$ cat src/rtl/mecc_pkg.sv
`timescale 1ns / 1ps
// ----------------------------------------------------------------------------
// mecc_pkg
// Shared constants, result codes and the structures that pass between the
// table parser and the result stage of the enabled-CPU collector.
// ----------------------------------------------------------------------------
package mecc_pkg;

    // Table layout.
    localparam int HEADER_BYTES     = 44;
    localparam int ADDR_OFFSET      = 36;
    localparam int MIN_ENTRY        = 2;
    localparam int CPU_ENTRY_BYTES  = 8;

    // A table never reports more than this many processors.
    localparam int MAX_IDS          = 16;
    localparam int ID_AW            = 4;
    localparam int ID_CW            = 5;
    localparam int CPU_CAPACITY_DEF = 16;

    // Width of the packed result word (49 payload bits, padded to bytes).
    localparam int M_DATA_W         = 56;

    typedef enum logic [2:0] {
        ST_OK           = 3'd0,
        ST_BAD_LENGTH   = 3'd1,
        ST_BAD_CHECKSUM = 3'd2,
        ST_READ_ERROR   = 3'd3,
        ST_NO_CPUS      = 3'd4
    } status_t;

    // Write of one collected id into the id memory.
    typedef struct packed {
        logic             en;
        logic [ID_AW-1:0] addr;
        logic [7:0]       id;
    } id_wr_t;

    // The table has ended with this outcome.
    typedef struct packed {
        logic             valid;
        status_t          status;
        logic [ID_CW-1:0] count;
        logic [31:0]      address;
    } table_end_t;

endpackage

$ cat src/rtl/mecc_parser.sv
`timescale 1ns / 1ps
// ----------------------------------------------------------------------------
// mecc_parser
// Byte-at-a-time parser: tracks offset, length, checksum and controller
// address, walks the entry list and issues id writes and the end-of-table event.
// ----------------------------------------------------------------------------
module mecc_parser import mecc_pkg::*; #(
    parameter int CPU_CAPACITY = CPU_CAPACITY_DEF
) (
    input  logic       aclk,
    input  logic       aresetn,
    input  logic       byte_accept,
    input  logic [7:0] data_byte,
    input  logic       start_of_table,
    input  logic       fetch_failed,
    output id_wr_t     id_wr,
    output table_end_t table_end
);

    localparam int STORE_LIMIT = (CPU_CAPACITY < MAX_IDS) ? CPU_CAPACITY : MAX_IDS;
    localparam logic [ID_CW-1:0] LIMIT = ID_CW'(STORE_LIMIT);

    // Parse state.
    logic        active_reg, active_next;
    logic [31:0] offset_reg, offset_next;
    logic [31:0] length_reg, length_next;
    logic [7:0]  sum_reg, sum_next;
    logic [31:0] lapic_reg, lapic_next;
    logic [31:0] entry_start_reg, entry_start_next;
    logic [7:0]  entry_type_reg, entry_type_next;
    logic [7:0]  entry_len_reg, entry_len_next;
    logic [7:0]  entry_id_reg, entry_id_next;
    logic        stopped_reg, stopped_next;
    logic [ID_CW-1:0] total_reg, total_next;

    // State as seen by this byte, after a start of table has cleared it.
    logic        cur_active;
    logic [31:0] cur_offset;
    logic [31:0] cur_length;
    logic [7:0]  cur_sum;
    logic [31:0] cur_lapic;
    logic [31:0] cur_entry_start;
    logic [7:0]  cur_entry_type;
    logic [7:0]  cur_entry_len;
    logic [7:0]  cur_entry_id;
    logic        cur_stopped;
    logic [ID_CW-1:0] cur_total;

    // Working values.
    logic [31:0] rel;
    logic        in_walk;
    logic [32:0] need;

    always_comb begin
        cur_active      = start_of_table | active_reg;
        cur_offset      = start_of_table ? 32'd0 : offset_reg;
        cur_length      = start_of_table ? 32'd0 : length_reg;
        cur_sum         = start_of_table ? 8'd0 : sum_reg;
        cur_lapic       = start_of_table ? 32'd0 : lapic_reg;
        cur_entry_start = start_of_table ? 32'(HEADER_BYTES) : entry_start_reg;
        cur_entry_type  = start_of_table ? 8'd0 : entry_type_reg;
        cur_entry_len   = start_of_table ? 8'd0 : entry_len_reg;
        cur_entry_id    = start_of_table ? 8'd0 : entry_id_reg;
        cur_stopped     = start_of_table ? 1'b0 : stopped_reg;
        cur_total       = start_of_table ? '0 : total_reg;
    end

    // Next-state logic for one accepted byte.
    always_comb begin
        active_next      = active_reg;
        offset_next      = offset_reg;
        length_next      = length_reg;
        sum_next         = sum_reg;
        lapic_next       = lapic_reg;
        entry_start_next = entry_start_reg;
        entry_type_next  = entry_type_reg;
        entry_len_next   = entry_len_reg;
        entry_id_next    = entry_id_reg;
        stopped_next     = stopped_reg;
        total_next       = total_reg;
        id_wr            = '0;
        table_end        = '0;
        table_end.status = ST_OK;
        rel              = '0;
        in_walk          = 1'b0;
        need             = '0;

        if (byte_accept && cur_active) begin
            active_next      = 1'b1;
            offset_next      = cur_offset;
            length_next      = cur_length;
            sum_next         = cur_sum;
            lapic_next       = cur_lapic;
            entry_start_next = cur_entry_start;
            entry_type_next  = cur_entry_type;
            entry_len_next   = cur_entry_len;
            entry_id_next    = cur_entry_id;
            stopped_next     = cur_stopped;
            total_next       = cur_total;

            if (fetch_failed) begin
                // Unreadable byte ends the table at once.
                active_next       = 1'b0;
                table_end.valid   = 1'b1;
                table_end.status  = ST_READ_ERROR;
                table_end.address = cur_lapic;
            end else begin
                sum_next = cur_sum + data_byte;

                // Little-endian header fields.
                if (cur_offset[31:2] == 30'd1) begin
                    unique case (cur_offset[1:0])
                        2'd0: length_next[7:0]   = data_byte;
                        2'd1: length_next[15:8]  = data_byte;
                        2'd2: length_next[23:16] = data_byte;
                        default: length_next[31:24] = data_byte;
                    endcase
                end
                if (cur_offset[31:2] == 30'(ADDR_OFFSET / 4)) begin
                    unique case (cur_offset[1:0])
                        2'd0: lapic_next[7:0]   = data_byte;
                        2'd1: lapic_next[15:8]  = data_byte;
                        2'd2: lapic_next[23:16] = data_byte;
                        default: lapic_next[31:24] = data_byte;
                    endcase
                end

                if (cur_offset == 32'd7 && length_next < 32'(HEADER_BYTES)) begin
                    // Length too short to hold the header.
                    active_next       = 1'b0;
                    table_end.valid   = 1'b1;
                    table_end.status  = ST_BAD_LENGTH;
                    table_end.address = lapic_next;
                end else begin
                    // Entry walk.
                    in_walk = (cur_offset >= 32'(HEADER_BYTES)) && !cur_stopped &&
                              (cur_offset >= cur_entry_start);
                    if (in_walk) begin
                        rel = cur_offset - cur_entry_start;
                        if (rel >= 32'(MIN_ENTRY) && rel == {24'd0, cur_entry_len}) begin
                            entry_start_next = cur_offset;
                            rel              = '0;
                        end
                        need = {1'b0, cur_offset} + 33'(MIN_ENTRY);
                        priority if (rel == 32'd0) begin
                            if (need > {1'b0, length_next} || cur_total >= LIMIT) begin
                                stopped_next = 1'b1;
                            end else begin
                                entry_type_next = data_byte;
                                entry_len_next  = 8'd0;
                                entry_id_next   = 8'd0;
                            end
                        end else if (rel == 32'd1) begin
                            entry_len_next = data_byte;
                            if (data_byte < 8'(MIN_ENTRY)) begin
                                stopped_next = 1'b1;
                            end
                        end else if (rel == 32'd3) begin
                            entry_id_next = data_byte;
                        end else if (rel == 32'd4) begin
                            // Flags byte: store the id of an enabled processor.
                            if (cur_entry_type == 8'd0 &&
                                cur_entry_len >= 8'(CPU_ENTRY_BYTES) &&
                                data_byte[0] && cur_total < LIMIT) begin
                                id_wr.en   = 1'b1;
                                id_wr.addr = ID_AW'(cur_total);
                                id_wr.id   = cur_entry_id;
                                total_next = cur_total + 1'b1;
                            end
                        end else begin
                            entry_id_next = cur_entry_id;
                        end
                    end

                    // Final byte of the table.
                    if (cur_offset >= 32'd7 &&
                        ({1'b0, cur_offset} + 33'd1) == {1'b0, length_next}) begin
                        active_next       = 1'b0;
                        table_end.valid   = 1'b1;
                        table_end.address = lapic_next;
                        if (sum_next != 8'd0) begin
                            table_end.status = ST_BAD_CHECKSUM;
                        end else if (total_next == '0) begin
                            table_end.status = ST_NO_CPUS;
                        end else begin
                            table_end.status = ST_OK;
                            table_end.count  = total_next;
                        end
                    end else begin
                        offset_next = cur_offset + 32'd1;
                    end
                end
            end
        end
    end

    // State registers.
    always_ff @(posedge aclk) begin
        if (!aresetn) begin
            active_reg      <= 1'b0;
            offset_reg      <= '0;
            length_reg      <= '0;
            sum_reg         <= '0;
            lapic_reg       <= '0;
            entry_start_reg <= 32'(HEADER_BYTES);
            entry_type_reg  <= '0;
            entry_len_reg   <= '0;
            entry_id_reg    <= '0;
            stopped_reg     <= 1'b0;
            total_reg       <= '0;
        end else begin
            active_reg      <= active_next;
            offset_reg      <= offset_next;
            length_reg      <= length_next;
            sum_reg         <= sum_next;
            lapic_reg       <= lapic_next;
            entry_start_reg <= entry_start_next;
            entry_type_reg  <= entry_type_next;
            entry_len_reg   <= entry_len_next;
            entry_id_reg    <= entry_id_next;
            stopped_reg     <= stopped_next;
            total_reg       <= total_next;
        end
    end

endmodule

$ cat src/rtl/madt_enabled_cpu_collector.sv
`timescale 1ns / 1ps
// ----------------------------------------------------------------------------
// madt_enabled_cpu_collector
// Parses one interrupt-controller table per run of bytes and reports the ids
// of its enabled processors, or one error word.
//
// Input: one byte per cycle while the parser runs; the final (or failing) byte
// of a table holds s_tready low until all its result words are issued (one
// id-memory read per cycle while the read stage can move). Result words pass
// the job, read and output registers, one per cycle while m_tready is high.
// Reset: synchronous, active-low aresetn clears all control and parse state;
// the id memory is not cleared (only written entries are ever read).
// ----------------------------------------------------------------------------
module madt_enabled_cpu_collector import mecc_pkg::*; #(
    parameter int CPU_CAPACITY = CPU_CAPACITY_DEF
) (
    input  logic                aclk,
    input  logic                aresetn,
    // Input words.
    input  logic                s_tvalid,
    output logic                s_tready,
    input  logic [7:0]          s_tdata,   // [7:0] data_byte
    input  logic [1:0]          s_tuser,   // [0] start_of_table, [1] fetch_failed
    // Result words.
    output logic                m_tvalid,
    input  logic                m_tready,
    output logic [M_DATA_W-1:0] m_tdata,   // [7:0] apic_id, [11:8] cpu_index,
                                           // [16:12] cpu_count,
                                           // [48:17] controller_address
    output logic [2:0]          m_tuser,   // [2:0] status
    output logic                m_tlast
);

    localparam int STORE_DEPTH = (CPU_CAPACITY < MAX_IDS) ? CPU_CAPACITY : MAX_IDS;
    localparam int IDX_W       = (STORE_DEPTH > 1) ? $clog2(STORE_DEPTH) : 1;

    id_wr_t     id_wr;
    table_end_t table_end;
    logic       byte_accept;

    assign byte_accept = s_tvalid && s_tready;

    mecc_parser #(
        .CPU_CAPACITY (CPU_CAPACITY)
    ) u_parser (
        .aclk           (aclk),
        .aresetn        (aresetn),
        .byte_accept    (byte_accept),
        .data_byte      (s_tdata),
        .start_of_table (s_tuser[0]),
        .fetch_failed   (s_tuser[1]),
        .id_wr          (id_wr),
        .table_end      (table_end)
    );

    // Id memory.
    logic [7:0] id_mem [STORE_DEPTH];
    logic [7:0] mem_q_reg;

    // Result job, read stage and output register.
    logic             job_busy_reg;
    logic             job_single_reg;
    status_t          job_status_reg;
    logic [ID_CW-1:0] job_cnt_reg;
    logic [IDX_W-1:0] job_idx_reg;
    logic [31:0]      job_addr_reg;

    logic             stg_vld_reg;
    logic             stg_single_reg;
    status_t          stg_status_reg;
    logic [ID_CW-1:0] stg_cnt_reg;
    logic [IDX_W-1:0] stg_idx_reg;
    logic [31:0]      stg_addr_reg;
    logic             stg_last_reg;

    logic             out_vld_reg;
    logic [7:0]       out_id_reg;
    logic [3:0]       out_idx_reg;
    logic [ID_CW-1:0] out_cnt_reg;
    logic [31:0]      out_addr_reg;
    status_t          out_status_reg;
    logic             out_last_reg;

    logic out_free;
    logic issue;
    logic job_last;

    assign out_free = !out_vld_reg || m_tready;
    assign issue    = job_busy_reg && (!stg_vld_reg || out_free);
    assign job_last = job_single_reg || ((ID_CW'(job_idx_reg) + 1'b1) == job_cnt_reg);
    assign s_tready = !job_busy_reg;

    // Memory write port and registered read port.
    always_ff @(posedge aclk) begin
        if (id_wr.en) begin
            id_mem[id_wr.addr[IDX_W-1:0]] <= id_wr.id;
        end
        if (issue && !job_single_reg) begin
            mem_q_reg <= id_mem[job_idx_reg];
        end
    end

    // Job sequencer: one read (or one error word) per cycle while the read stage can move.
    always_ff @(posedge aclk) begin
        if (!aresetn) begin
            job_busy_reg   <= 1'b0;
            job_single_reg <= 1'b0;
            job_status_reg <= ST_OK;
            job_cnt_reg    <= '0;
            job_idx_reg    <= '0;
            job_addr_reg   <= '0;
        end else if (table_end.valid) begin
            job_busy_reg   <= 1'b1;
            job_single_reg <= (table_end.status != ST_OK);
            job_status_reg <= table_end.status;
            job_cnt_reg    <= table_end.count;
            job_idx_reg    <= '0;
            job_addr_reg   <= table_end.address;
        end else if (issue) begin
            job_idx_reg <= job_idx_reg + 1'b1;
            if (job_last) begin
                job_busy_reg <= 1'b0;
            end
        end
    end

    // Read stage, holds a word until the output register can take it.
    always_ff @(posedge aclk) begin
        if (!aresetn) begin
            stg_vld_reg    <= 1'b0;
            stg_single_reg <= 1'b0;
            stg_status_reg <= ST_OK;
            stg_cnt_reg    <= '0;
            stg_idx_reg    <= '0;
            stg_addr_reg   <= '0;
            stg_last_reg   <= 1'b0;
        end else if (issue) begin
            stg_vld_reg    <= 1'b1;
            stg_single_reg <= job_single_reg;
            stg_status_reg <= job_status_reg;
            stg_cnt_reg    <= job_single_reg ? '0 : job_cnt_reg;
            stg_idx_reg    <= job_single_reg ? '0 : job_idx_reg;
            stg_addr_reg   <= job_addr_reg;
            stg_last_reg   <= job_last;
        end else if (out_free) begin
            stg_vld_reg <= 1'b0;
        end
    end

    // Output register.
    always_ff @(posedge aclk) begin
        if (!aresetn) begin
            out_vld_reg    <= 1'b0;
            out_id_reg     <= '0;
            out_idx_reg    <= '0;
            out_cnt_reg    <= '0;
            out_addr_reg   <= '0;
            out_status_reg <= ST_OK;
            out_last_reg   <= 1'b0;
        end else if (out_free) begin
            out_vld_reg <= stg_vld_reg;
            if (stg_vld_reg) begin
                out_id_reg     <= stg_single_reg ? 8'd0 : mem_q_reg;
                out_idx_reg    <= 4'(stg_idx_reg);
                out_cnt_reg    <= stg_cnt_reg;
                out_addr_reg   <= stg_addr_reg;
                out_status_reg <= stg_status_reg;
                out_last_reg   <= stg_last_reg;
            end
        end
    end

    assign m_tvalid = out_vld_reg;
    assign m_tdata  = {7'd0, out_addr_reg, out_cnt_reg, out_idx_reg, out_id_reg};
    assign m_tuser  = out_status_reg;
    assign m_tlast  = out_last_reg;

endmodule

$ cat config.mk
export PLATFORM = sky130hd
export DESIGN_NAME = madt_enabled_cpu_collector
export DESIGN_NICKNAME = d
export VERILOG_FILES = /design/src/rtl/mecc_pkg.sv /design/src/rtl/mecc_parser.sv /design/src/rtl/madt_enabled_cpu_collector.sv
export SDC_FILE = /design/constraint.sdc
export NUM_CORES = 1
export LEC_CHECK = 0
export BUFFER_PORTS_ARGS = -buffer_cell sky130_fd_sc_hd__buf_2
export CORE_MARGIN = 2
export CORE_UTILIZATION = 50
export CTS_CLUSTER_SIZE = 30
export DETAILED_ROUTE_END_ITERATION = 7
export PLACE_DENSITY_LB_ADDON = 0.05
export SLEW_MARGIN = 30
export SYNTH_ARGS = -nofsm -noshare
export SYNTH_HDL_FRONTEND = slang
export SYNTH_SLANG_ARGS = --single-unit
export TNS_END_PERCENT = 1
$ cat constraint.sdc
create_clock -name aclk -period 17.4 [get_ports aclk]
set_input_delay 2.61 -clock aclk [delete_from_list [all_inputs] [get_ports aclk]]
set_output_delay 2.61 -clock aclk [all_outputs]
set_load 0.005 [all_outputs]
Yosys cells after proc, flatten, opt, wreduce, memory -nomap -nowiden
Memory sizes are Yosys's and may differ from the RTL's. A register that Yosys moved wholly into a read port is not among the register bits.
Cells that the tools add are included.

operators by class
  add/subtract/negate cells = 8
  $lt $le $gt $ge = 10
  equal/unequal tests = 11
  multiplexer cells = 107
  bitwise gates (word level) = 2
  reductions and logical operators = 34

operators with widths
  kind                   count
  $mux 32                24
  $mux 8                 32
  $mux 13                9
  $mux 5                 17
  $mux 41                2
  $eq 32x3->1 const B    2
  $add 32x1->33 const B  1
  $add 32x2->33 const B  1
  $eq 33x32->1           1
  $gt 33x32->1           1
  $add 32x1->32 const B  1
  $eq 32x1->1 const B    1
  $eq 32x2->1 const B    1
  $eq 32x8->1            1
  $ge 32x2->1 const B    1
  $ge 32x3->1 const B    1
  $ge 32x32->1           1
  $ge 32x6->1 const B    1
  $logic_not 32->1       1
  $lt 32x6->1 const B    1
  $sub 32x32->32         1
  $eq 30x1->1 const B    1
  $eq 30x4->1 const B    1
  $mux 1                 18
  27 further kinds       51

word-level totals
  flip-flop bits (word level) = 314
  RAM bits = 128
  bits of input ports = 14
  output and inout bits = 62
  logic and storage cells = 204
  memories kept = 1

memory list
  name    depth  width  rd ports  clocked after memory_dff  write ports  RTL line                          source
  id_mem  16     8      1         1                         1            madt_enabled_cpu_collector.sv:57  logic [7:0] id_mem [STORE_DEPTH];

Logic depth before layout (Yosys ltp)
  depth after elaboration = 30
  gate-level depth with buffers = 27

Cells and area by module
A second synthesis with hierarchy kept.

second synthesis, totals
  cell total of the unflattened synthesis = 2822
  area, all modules = 25390.6 µm²

by module, submodules not included
  module                      times used  cells an instance  area each (µm²)
  mecc_parser                 1           1969               14405.1
  madt_enabled_cpu_collector  1           853                10985.5

Least setup slack after synthesis
OpenSTA, ideal clock, no wires.

  path type = input to register
  start = input s_tuser[0]
  end = memory id_mem[10][0], enable pin
  library setup time = 395 ps
  data arrival time = 8924 ps
  path slack = 8081 ps
  stages = 26
  path buffers = 13
  path through = buf_2 buf_2 buf_2 buf_1 buf_2 buf_2 clkbuf_8 clkbuf_1 buf_1 buf_1 nor2_1 ha_1 nand2b_1 o311a_1 clkbuf_1 nor4_1 nor3_1 o21ai_0 o21ai_0 a211oi_1 and4_1 nand4_1 or3_1 clkbuf_1 clkbuf_1 nor4_1

between the ends
  cells in the longest elaborated chain, start to end = 20

ends and longest elaborated chain
  element                                            RTL line                              source
  from (decl)                                        madt_enabled_cpu_collector.sv:23      input logic [1:0] s_tuser,
  $mux 32 (on tied branches)                         mecc_parser.sv:56, mecc_parser.sv:60
  $sub 32x32->32                                     mecc_parser.sv:139                    rel = cur_offset - cur_entry_start;
  $ge 32x2->1 / $eq 32x8->1 (equally long branches)  mecc_parser.sv:140                    if (rel >= 32'(MIN_ENTRY) && rel == {24'd0, cur_entry_len}) begin
  $logic_and 1x1->1                                  mecc_parser.sv:140
  $mux 32                                            mecc_parser.sv:140
  $mux 32                                            mecc_parser.sv:138                    if (in_walk) begin
  $mux 32                                            mecc_parser.sv:128                    if (cur_offset == 32'd7 && length_next < 32'(HEADER_BYTES)) begin
  $mux 32                                            mecc_parser.sv:101                    if (fetch_failed) begin
  [... 4 more ...]                                   -
  $mux 13                                            mecc_parser.sv:153                    end else if (rel == 32'd1) begin
  $mux 13                                            mecc_parser.sv:145                    priority if (rel == 32'd0) begin
  $mux 13                                            mecc_parser.sv:138
  $mux 13                                            mecc_parser.sv:128
  $mux 13                                            mecc_parser.sv:101
  $mux 13 (*)                                        mecc_parser.sv:88                     if (byte_accept && cur_active) begin
  $mux 1                                             madt_enabled_cpu_collector.sv:95      if (id_wr.en) begin
  $mux 1 (implied by the code)                       madt_enabled_cpu_collector.sv:96      id_mem[id_wr.addr[IDX_W-1:0]] <= id_wr.id;
  to (decl)                                          madt_enabled_cpu_collector.sv:57

Mark *: on every way between the ends. The rest lies on a longest branch, timed or not. The select of a mux whose other input is x is not followed.

Final worst setup path
  start = input s_tuser[0]
  end = memory id_mem[15][1], enable pin

The elaborated chain is that of the path after synthesis.

==> run summary <==
The cell taking the most area after synthesis is dfxtp_1. For this design the ratio of total power to cell area is approximately 91 nW/um^2. For this run, the leading register cell type out of synthesis is dfxtp_1. The number of input and output port buffers inserted is 68.

The clock latency on the worst-skew pair came out at a little over 0.6 ns. The number of flip-flops under the largest register name came out at approximately 130. The slew at the pin closest to its max-slew limit came out at between 0.9 and 1 ns. The count of different cell masters after synthesis is between 100 and 150. The required time of the critical path came out at 17.69 ns.

Yosys mapped a number of flops with a built-in enable equal to about 140. In this run the most critical hold path is launched from job_addr_reg[17]. The register area share after synthesis came out at 42.5%.

The worst setup path is captured at a flop. The post-route netlist has ~11% of its cells at a drive strength greater than 1. The critical path startpoint is s_tuser[0]. The tightest hold path in the finished design has a slack of between 0.4 and 0.5 ns. The tightest min-delay check is of the reg -> reg type. The commonest cells after synthesis are nand2_1 (355), dfxtp_1 (314), nor2_1 (237), a21oi_1 (198), clkbuf_1 (139).

The die boundary width came out at between 200 and 250 um. In this run the clock root is driven by a clkbuf_16. The area overhead of the layout relative to synthesis came out at 9.96%.

The layer with the highest usage is met2. The final clock skew came out at between 0.02 and 0.03 ns. The count of hold buffers inserted by post-cts repair is 0.

The via count of the first global-routing pass is between 15000 and 20000. In this run the deepest clock path goes through 3 buffers. The critical path is of the in -> reg type. The aggregate global routing overflow came out at 0. The area of the core came out at approximately 48000 um^2. The TritonCTS clock tree is done.

Internal power comes to 1.83 mW. After legalization and detailed placement, the total HPWL measured 50600 um. The cell area after layout came out at 26800 um^2. Across the whole layout, storage elements account for around 10000 um^2. The total die area came out at ~50000 um^2. The detailed-route wire length per cell is ~22 um. The design draws about 2.5 mW. The routed design has just over 70000 um of wire. For this run, the number of Yosys warnings is 0. In this run the remaining antenna-violating nets after routing total 0. After detailed routing, the number of remaining DRC violations is 0.

After synthesis, the largest area contributor takes up 25.8% of total cell area. The number of buffers inserted during clock tree synthesis is 49. Based on the critical path, the design can be clocked at up to 0.108 GHz.

The critical register-to-register path startpoint is u_parser.offset_reg[0]. The worst slew margin relative to its limit is 36.8%. The synthesized area came out at ~24000 um^2. The count of endpoints failing hold in the final timing report is 0. The total inserted antenna cells came out at 0.

The sequential fraction of design power is a little under half. Max-cap violations in this run came to 0. The final critical path takes up between 50% and 60% of the cycle.

Gates resized during post-CTS repair numbered 0. The first-pass GRT wire length is approximately 110000 um. The minimum period implied by the final worst setup slack came out at around 9.3 ns. The total of flip-flops plus latches after synthesis came out at 450. The initial detailed-routing violation count came out at just under 2000. After synthesis, the cell types taking the most area are dfxtp_1 (26%), edfxtp_1 (17%), nand2_1 (5.5%). The number of setup violations in the final report is 0. In the post-synthesis netlist, the cell with the most instances is nand2_1.

Counting every instance in the synthesized netlist gives ~2700. The met2 track demand over resource came out at 42.8%. The final weighted congestion of routability-driven global placement is 0.982. The mean cell area of the mapped netlist came out at between 9 and 10 um^2.

The placed cell area is 25000 um^2. The number of setup buffers added after CTS is 0. The data arrival time of the worst path came out at 9.57 ns. The first-pass iteration count of the detailed router came out at 5.

The switching component of the power came out at 0.625 mW. The share of total power dissipated in combinational logic is 10.0%. The clock input transition at the sequential cells of the worst setup and hold paths came out at ~0.060 ns. The clock group share of total power came out at 44.9%.

The CTS H-tree depth is 2. The fraction of met3 tracks used by global routing is under 10%. The switching share of power is about a quarter. STA classifies the critical path startpoint as a primary input. Setup repair after global routing left no endpoint under its margin. The number of vias per cell after detailed routing came out at 6.20. The run finished with clean final reports. The cell row count came out at 80. The number of antenna violations at the first check in global routing was 0.

The floorplan die height is 225 um. The largest net degree at the start of global routing is 91. The async set or reset register ratio after synthesis came out at 0%.

The clock net sink count is 450. The multi-input combinational cells in the finished layout cover a total of roughly 13000 um^2. The initial cell density of the core came out at roughly 50%. The number of top-level pins came out at 76.

Fill cells in the final layout number approximately 4400. The met1 demand-to-capacity share in global routing is between 40% and 50%. The static leakage came out at between 9 and 10 nW.

The total negative slack is 0 ns. The count of nets after finishing is around 2700. Across the VDD grid, the largest voltage drop is 0.0925 mV.

The via count of the routed design is about 20000. The global router's overall resource usage came out at between 20% and 30%. The number of pins with negative max-slew slack in the final report is 0. The top fanout value on the critical path is 73.
[path summary, 6_finish.rpt]
check	end	slack [ns]	cells after the start
max	id_mem[15][1]	8.12	18
min	stg_addr_reg[17]	0.45	2
max reg2reg	id_mem[15][1]	10.14	18
min reg2reg	stg_addr_reg[17]	0.45	2
[cell families after synthesis]
| kind of cell | Yosys count | synth area share (%) |
|---|---|---|
| compound gates | 642 | 17.8 |
| fa+ha+maj | 76 | 3.95 |
| flops | 450 | 42.5 |
| mux | 73 | 5.10 |
| xor+xnor | 127 | 4.69 |
| other cells | 1 | 0.0154 |
| simple gates | 1027 | 21.2 |
| buf+inv | 260 | 4.66 |
[area by class of cell]
cell class / instances / share of cell area (%)
clock inverter: 20 / 0.919
inverter: 64 / 0.905
sequential: 450 / 38.7
tap: 615 / 2.87
multi-input combinational: 1952 / 48.6
timing repair buffer: 108 / 2.57
clock buffer: 71 / 5.51
[per-stage QoR]
step | std cells | setup WS, ns | utilization, %
after detailed placement | 3188 | 7.63 | 52.2
after global placement | 3187 | 7.68 | 52.1
after global routing | 3280 | 8.08 | 56.0
final | 3280 | 8.12 | 56.0
after CTS | 3279 | 8.23 | 55.8
after floorplan | 2662 | 8.08 | -
[power groups by stage]
stage / combinational (mW) / sequential (mW) / clock (mW)
finish: 0.246 / 1.11 / 1.10
global route: 0.266 / 1.11 / 1.16
CTS: 0.241 / 1.11 / 1.12
detailed placement: 0.240 / 1.13 / 0
global placement: 0.238 / 1.13 / 0
floorplan: 0.178 / 1.12 / 0
[per-layer routing]
layer  vias up  wire, um
li1       9574         -
met3       122      5810
met5         -         0
met4         0      1750
met2       755     31800
met1      9887     33400
[layout by cell type (no fill, tap or decap), drive strengths merged, types with 32 or more instances in the layout]
master	count
a211oi	46
a21boi	55
a21oi	199
a22o	52
buf	108
clkbuf	71
dfxtp	314
edfxtp	136
ha	73
inv	68
mux2i	32
mux4	40
nand2	356
nand3	47
nand4	44
nor2	237
nor2b	72
nor3	45
nor3b	37
nor4	44
o21ai	87
xnor2	86
xor2	40
[worst max-delay path, stage by stage]
cell      delay, ns
buf_6          0.26
inv_2          0.76
buf_4          0.41
nand2_1        0.19
inv_1          0.30
fa_1           0.35
nor2_1         0.06
o311a_1        0.44
nor4_1         0.53
nor3_1         0.15
o21ai_0        0.41
o21ai_0        0.35
a211oi_1       0.49
and4_1         0.33
nand4_1        0.12
or3_2          0.79
nor4_1         0.61
buf_4          0.30
(Power assumes the default switching activity.)
